$ cat src/sv/assert_macros.svh
// Assertion shorthands for the bitmap block allocator.
`ifndef ASSERT_MACROS_SVH
`define ASSERT_MACROS_SVH

// Checked on every rising edge of aclk while the block is out of reset.
`define BBA_ASSERT(label, prop, msg) \
    label: assert property (@(posedge aclk) disable iff (!aresetn) prop) else $error(msg);

// Checked on every rising edge of aclk, reset included.
`define BBA_ASSERT_ALWAYS(label, prop, msg) \
    label: assert property (@(posedge aclk) prop) else $error(msg);

`endif

$ cat src/sv/bba_pkg.sv
package bba_pkg;

    // Default sizing of the map and of one allocate request.
    localparam int DEF_MAP_BLOCKS  = 4096;
    localparam int DEF_MAX_REQUEST = 32;

    // Field widths of the request and result items.
    localparam int OP_W      = 2;
    localparam int IDX_W     = 12;
    localparam int REQ_CNT_W = 8;
    localparam int STATUS_W  = 2;

    // Stream widths; the data widths are padded to whole bytes.
    localparam int S_DATA_W = 24;
    localparam int S_USER_W = 2;
    localparam int M_DATA_W = 16;
    localparam int M_USER_W = 3;

    localparam logic [7:0] BYTE_FULL = 8'hFF;
    localparam logic [7:0] MSB_BIT   = 8'h80;

    typedef enum logic [OP_W-1:0] {
        OP_MARK  = 2'd0,
        OP_FREE  = 2'd1,
        OP_ALLOC = 2'd2,
        OP_NONE  = 2'd3
    } opcode_t;

    typedef enum logic [STATUS_W-1:0] {
        RES_OK        = 2'd0,
        RES_RANGE     = 2'd1,
        RES_TOO_LARGE = 2'd2,
        RES_SHORT     = 2'd3
    } status_t;

    // Commands from the controller to the datapath.
    typedef struct packed {
        logic accept;     // take the offered request
        logic clr_wr;     // write one zero byte of the clearing pass
        logic rmw_wr;     // write back the byte of a mark or free
        logic scan_load;  // load the byte just read into the work register
        logic scan_adv;   // move the scan to the next byte and read it
        logic grant;      // claim the lowest free bit and present a grant
        logic set_short;  // record a shortfall
        logic emit_fin;   // present the closing result without a block
    } bba_cmd_t;

    // Status from the datapath to the controller.
    typedef struct packed {
        opcode_t in_op;
        logic    out_of_range;
        logic    too_large;
        logic    zero_req;
        logic    at_last;
        logic    ld_full;
        logic    grant_done;
        logic    grant_full;
        logic    out_free;
    } bba_stat_t;

endpackage

$ cat src/sv/bba_ctrl.sv
module bba_ctrl (
    input  logic                aclk,
    input  logic                aresetn,
    input  logic                s_tvalid,
    output logic                s_tready,
    input  bba_pkg::bba_stat_t  stat,
    output bba_pkg::bba_cmd_t   cmd
);
    import bba_pkg::*;

    typedef enum logic [5:0] {
        S_CLEAR = 6'b000001,
        S_IDLE  = 6'b000010,
        S_RMW   = 6'b000100,
        S_SCAN  = 6'b001000,
        S_GRANT = 6'b010000,
        S_FIN   = 6'b100000
    } state_t;

    state_t state_reg;
    state_t state_next;

    // State register.
    always_ff @(posedge aclk) begin
        if (!aresetn) begin
            state_reg <= S_CLEAR;
        end else begin
            state_reg <= state_next;
        end
    end

    // Sequencing of each request.
    always_comb begin
        cmd        = '0;
        state_next = state_reg;
        s_tready   = (state_reg == S_IDLE);
        case (state_reg)
            S_CLEAR: begin
                cmd.clr_wr = 1'b1;
                if (stat.at_last) begin
                    state_next = S_IDLE;
                end
            end
            S_IDLE: begin
                if (s_tvalid) begin
                    cmd.accept = 1'b1;
                    if (stat.in_op inside {OP_MARK, OP_FREE}) begin
                        state_next = stat.out_of_range ? S_FIN : S_RMW;
                    end else if (stat.in_op == OP_ALLOC) begin
                        state_next = (stat.too_large || stat.zero_req) ? S_FIN : S_SCAN;
                    end
                end
            end
            S_RMW: begin
                cmd.rmw_wr = 1'b1;
                state_next = S_FIN;
            end
            S_SCAN: begin
                cmd.scan_load = 1'b1;
                if (!stat.ld_full) begin
                    state_next = S_GRANT;
                end else if (stat.at_last) begin
                    cmd.set_short = 1'b1;
                    state_next    = S_FIN;
                end else begin
                    cmd.scan_adv = 1'b1;
                end
            end
            S_GRANT: begin
                if (stat.out_free) begin
                    cmd.grant = 1'b1;
                    if (stat.grant_done) begin
                        state_next = S_IDLE;
                    end else if (stat.grant_full) begin
                        if (stat.at_last) begin
                            cmd.set_short = 1'b1;
                            state_next    = S_FIN;
                        end else begin
                            cmd.scan_adv = 1'b1;
                            state_next   = S_SCAN;
                        end
                    end
                end
            end
            S_FIN: begin
                if (stat.out_free) begin
                    cmd.emit_fin = 1'b1;
                    state_next   = S_IDLE;
                end
            end
            default: begin
                state_next = S_IDLE;
            end
        endcase
    end

endmodule

$ cat config.mk
export PLATFORM = sky130hd
export DESIGN_NAME = bba_ctrl
export DESIGN_NICKNAME = d
export VERILOG_FILES = /design/src/sv/assert_macros.svh /design/src/sv/bba_pkg.sv /design/src/sv/bba_ctrl.sv
export SDC_FILE = /design/constraint.sdc
export NUM_CORES = 1
export LEC_CHECK = 0
export ABC_CLOCK_PERIOD_IN_PS = 5100
export BUFFER_PORTS_ARGS = -buffer_cell sky130_fd_sc_hd__buf_2
export CELL_PAD_IN_SITES_DETAIL_PLACEMENT = 0
export CELL_PAD_IN_SITES_GLOBAL_PLACEMENT = 2
export CORE_MARGIN = 2
export CORE_UTILIZATION = 24
export DETAILED_ROUTE_END_ITERATION = 7
export GPL_TIMING_DRIVEN = 1
export HOLD_SLACK_MARGIN = 0.03
export PLACE_DENSITY = 0.76
export SLEW_MARGIN = 20
export SYNTH_ARGS = -nofsm -noshare
export SYNTH_HDL_FRONTEND = slang
export SYNTH_SLANG_ARGS = --single-unit
$ cat constraint.sdc
create_clock -name aclk -period 5.1 [get_ports aclk]
set_clock_uncertainty 0.15 [all_clocks]
set_input_delay 0.765 -clock aclk [delete_from_list [all_inputs] [get_ports aclk]]
set_output_delay 0.765 -clock aclk [all_outputs]
set_load 0.02 [all_outputs]
Word level (Yosys, flattened, before mapping)
Cells that the tools add are included.
- input port bits: 13
- register bits: 6
- reduce and logical (&&, ||, !) cells: 4
- muxes and demuxes: 33
- equal/unequal tests: 15
- operators by type and width (cell ; count):
    $mux 6 ; 13
    $pmux 6 s6 ; 1
    $mux 1 ; 16
    $ne 2x2->1 const B ; 4
    $reduce_and 7->1 ; 1
    $eq 6x1->1 const B ; 1
    $eq 6x2->1 const B ; 1
    $eq 6x3->1 const B ; 1
    $eq 6x4->1 const B ; 1
    $eq 6x5->1 const B ; 1
    $eq 6x6->1 const B ; 1
    $ne 3x3->1 const B ; 2
    $pmux 1 s2 ; 2
    $mux 3 ; 1
    $ne 3x1->1 const B ; 1
    $eq 2x1->1 const B ; 1
    $eq 2x2->1 const B ; 1
    $logic_not 2->1 ; 1
    $reduce_bool 2->1 ; 1
    $logic_or 1x1->1 ; 1

Logic depth before layout (Yosys ltp)
- depth after elaboration: 6
- gate-level depth with buffers: 5
- gate-level depth less buffers: 5

Least setup slack after synthesis
Ideal clock, no wire load.
- path kind: register -> output
- start point: reg state_reg[5]
- end point: out cmd[1] (netlist bit)
- path slack: 2.147 ns
- arrival time: 2.038 ns
- path buffers: 0
- stages on the path, launching flop included: 5
- path through: dfxtp_1 or4_4 nor3b_1 a32oi_1 nor2_1
- RTL lines (item ; RTL line ; text):
    from (decl) ; bba_ctrl.sv:20 ; state_t state_reg;
    from (signal assigned) ; bba_ctrl.sv:28 ; state_reg <= state_next;
    to (decl) ; bba_ctrl.sv:7 ; output bba_pkg::bba_cmd_t cmd

==> run metrics <==
Die ar. 2268 sq um; Skew-Pair Late Insertion Delay 0.23 ns; met2 Track Usage GR 0.1649; status complete, no violations; CTS tree done; core area 1764 sq um; GRT busiest layer met1; vias in the first global route 425; Iteration-0 DRC Markers 3; CTS buffer count 3; all-layer global routing usage 0.1218; RR Endpoint state_reg[1]; ANT nets after route 0; drt total wl 1.195 mm; root buffer cell clkbuf_4; die width 47.62 um; RSZ-0062 raised after global routing no; cts repair resizes 0; Crit Path Class reg -> out; Setup WS pre-CTS 2.413 ns; combinational share of power 0.288; max reg flops 6; met3 Track Usage GR 0.02264; Psw 39.36 uW; clock slew at reported path FFs 0.04 ns; min Tclk post-route 2.906 ns; synth cell count leaders 7 x nor2_1, 6 x dfxtp_1, 6 x nand2_1, 5 x inv_1, 4 x nor3b_1; critical path launch point type register; fin cells 107; top post-synthesis cells by area dfxtp_1 26%, nor3b_1 6.6%, nor2_1 5.8%; grt total ovfl 0; Placed Cells 104; R2R Setup Slk 2.85 ns; routability cong. 0.7081; Worst R2R Start state_reg[3]; synth unique cells 29; Post-Syn Area per Cell 7.874 sq um; flops & latches, synth 6; CP endpoint kind output pin; hold_buf cts 0; Placed Area 593.1 sq um; post-CTS setup buffers 0; Final Hold Viols 0; Netlist Area Pre-Place 456.7 sq um; Synthesis Warnings 0; fin nets 97; DR WL/cell 11.17 um; routed vias 492; Slew headroom 0.6202; worst path required time 4.18 ns; Max clock buf depth 2; largest net degree at the start of global routing 10; share of total power in the clock network 0.313; DRT Pass-1 Iters 3; Worst VDD drop 0.05227 mV; # fillers 205; sequential fraction of design power 0.400; Hold Path Class reg -> reg; Post-DP HPWL 992.7 um; CP startpoint state_reg[5]; Worst Tran Pin Value 0.5685 ns; CTS HTree Levels 1; most frequent cell after synthesis nor2_1; Post-synth EDFFs 0; pwr dens 215.9 nW/um^2; MaxCap Viol Count 0; Primary FF master, synth dfxtp_1; top cell type's share of synthesized area 0.2630; crit path max fanout 5; setup ws final 2.194 ns; Synthesized Nets 71; Slew Limit Fails 0; CP arrival 1.99 ns; synthesized instance count 58; M1 GR Usage 0.1663; fmax 344.1 MHz; Power, Total 132.9 uW; # rows 15; sequential cell area fraction in the yosys report 0.2630; # IOs 22; layout cells sized above 1 0.3780; Initial Utilization 0.2589; # clock sinks 6; PortBufs 21; Finished Cell Area 615.6 sq um; Setup crit end cmd[1]; DR DRC count 0; Vias/cell 4.598; die height 47.62 um; internal power 93.54 uW; worst hold slack 0.4053 ns; switching share of power 0.2961; Layout area overhead 34.79%; Leak 0.2852 nW; Total Neg Setup Slack 0 ns; # diodes 0; initial antenna violation count 0; Final setup viols 0; final clock period utilization by the worst path 0.5698; worst r2r path cells 5; Layout Utilization 0.3489; first-pass GRT wire length 1.849 mm; Synth area leader dfxtp_1; asr flop ratio synth 0
-- cell usage in the layout (no fill, tap or decap), types with 2 or more instances in the layout --
cell       n
a31o_1     2
nor3_1     3
inv_1      5
clkbuf_4   3
nor2_1     7
buf_2     21
nor3b_1    4
and2_1     2
dfxtp_1    6
nand3_1    2
o21ai_0    2
nand2_1    6
-- how the worst min path moves through the flow --
stage / start / endpoint / slack [ns] / depth (start not counted)
floorplan: state_reg[3] / state_reg[3] / 0.33 / 2
global placement: state_reg[3] / state_reg[3] / 0.40 / 2
detailed placement: state_reg[3] / state_reg[3] / 0.40 / 2
CTS: state_reg[3] / state_reg[3] / 0.41 / 2
global route: state_reg[3] / state_reg[3] / 0.45 / 2
finish: state_reg[3] / state_reg[3] / 0.41 / 2
-- area by class of cell --
type	instances	area, sq um	area share
multi-input cells	47	317.8	0.5163
flip-flops and latches	6	120.1	0.1951
repair buffers	21	105.1	0.1707
well taps	25	31.28	0.05081
clock buffers	3	22.52	0.03659
inverters	5	18.77	0.03049
-- cells by family (layout without fill, tap and decap cells) --
| logic type | count (synthesis) | in the layout | share of synthesized area |
|---|---|---|---|
| buf+inv | 5 | 29 | 0.04110 |
| compound gates | 11 | 11 | 0.1945 |
| simple gates | 34 | 34 | 0.4603 |
| mux | 1 | 1 | 0.02192 |
| flops | 6 | 6 | 0.2630 |
| xor+xnor | 1 | 1 | 0.01918 |
-- layer usage --
metal  up-vias  part of all wire
met1       211              0.51
li1        262                 -
met4         0             0.022
met5         -                 0
met3         2             0.045
met2        17              0.42
-- power groups by stage --
stage | clock network (mW) | registers [mW] | logic, mW
detailed placement | 0 | 0.0538 | 0.0383
global placement | 0 | 0.0539 | 0.0388
CTS | 0.0432 | 0.0531 | 0.0384
finish | 0.0415 | 0.0531 | 0.0382
global route | 0.0456 | 0.0532 | 0.0424
floorplan | 0 | 0.0532 | 0.0252
-- worst max-delay path: stages (launching register included) --
cell and delay (ns):
dfxtp_1 0.34, or4_4 0.57, nor3b_1 0.44, a32oi_1 0.13, nor2_1 0.12, buf_2 0.17
Power figures use the tool's default switching activity.
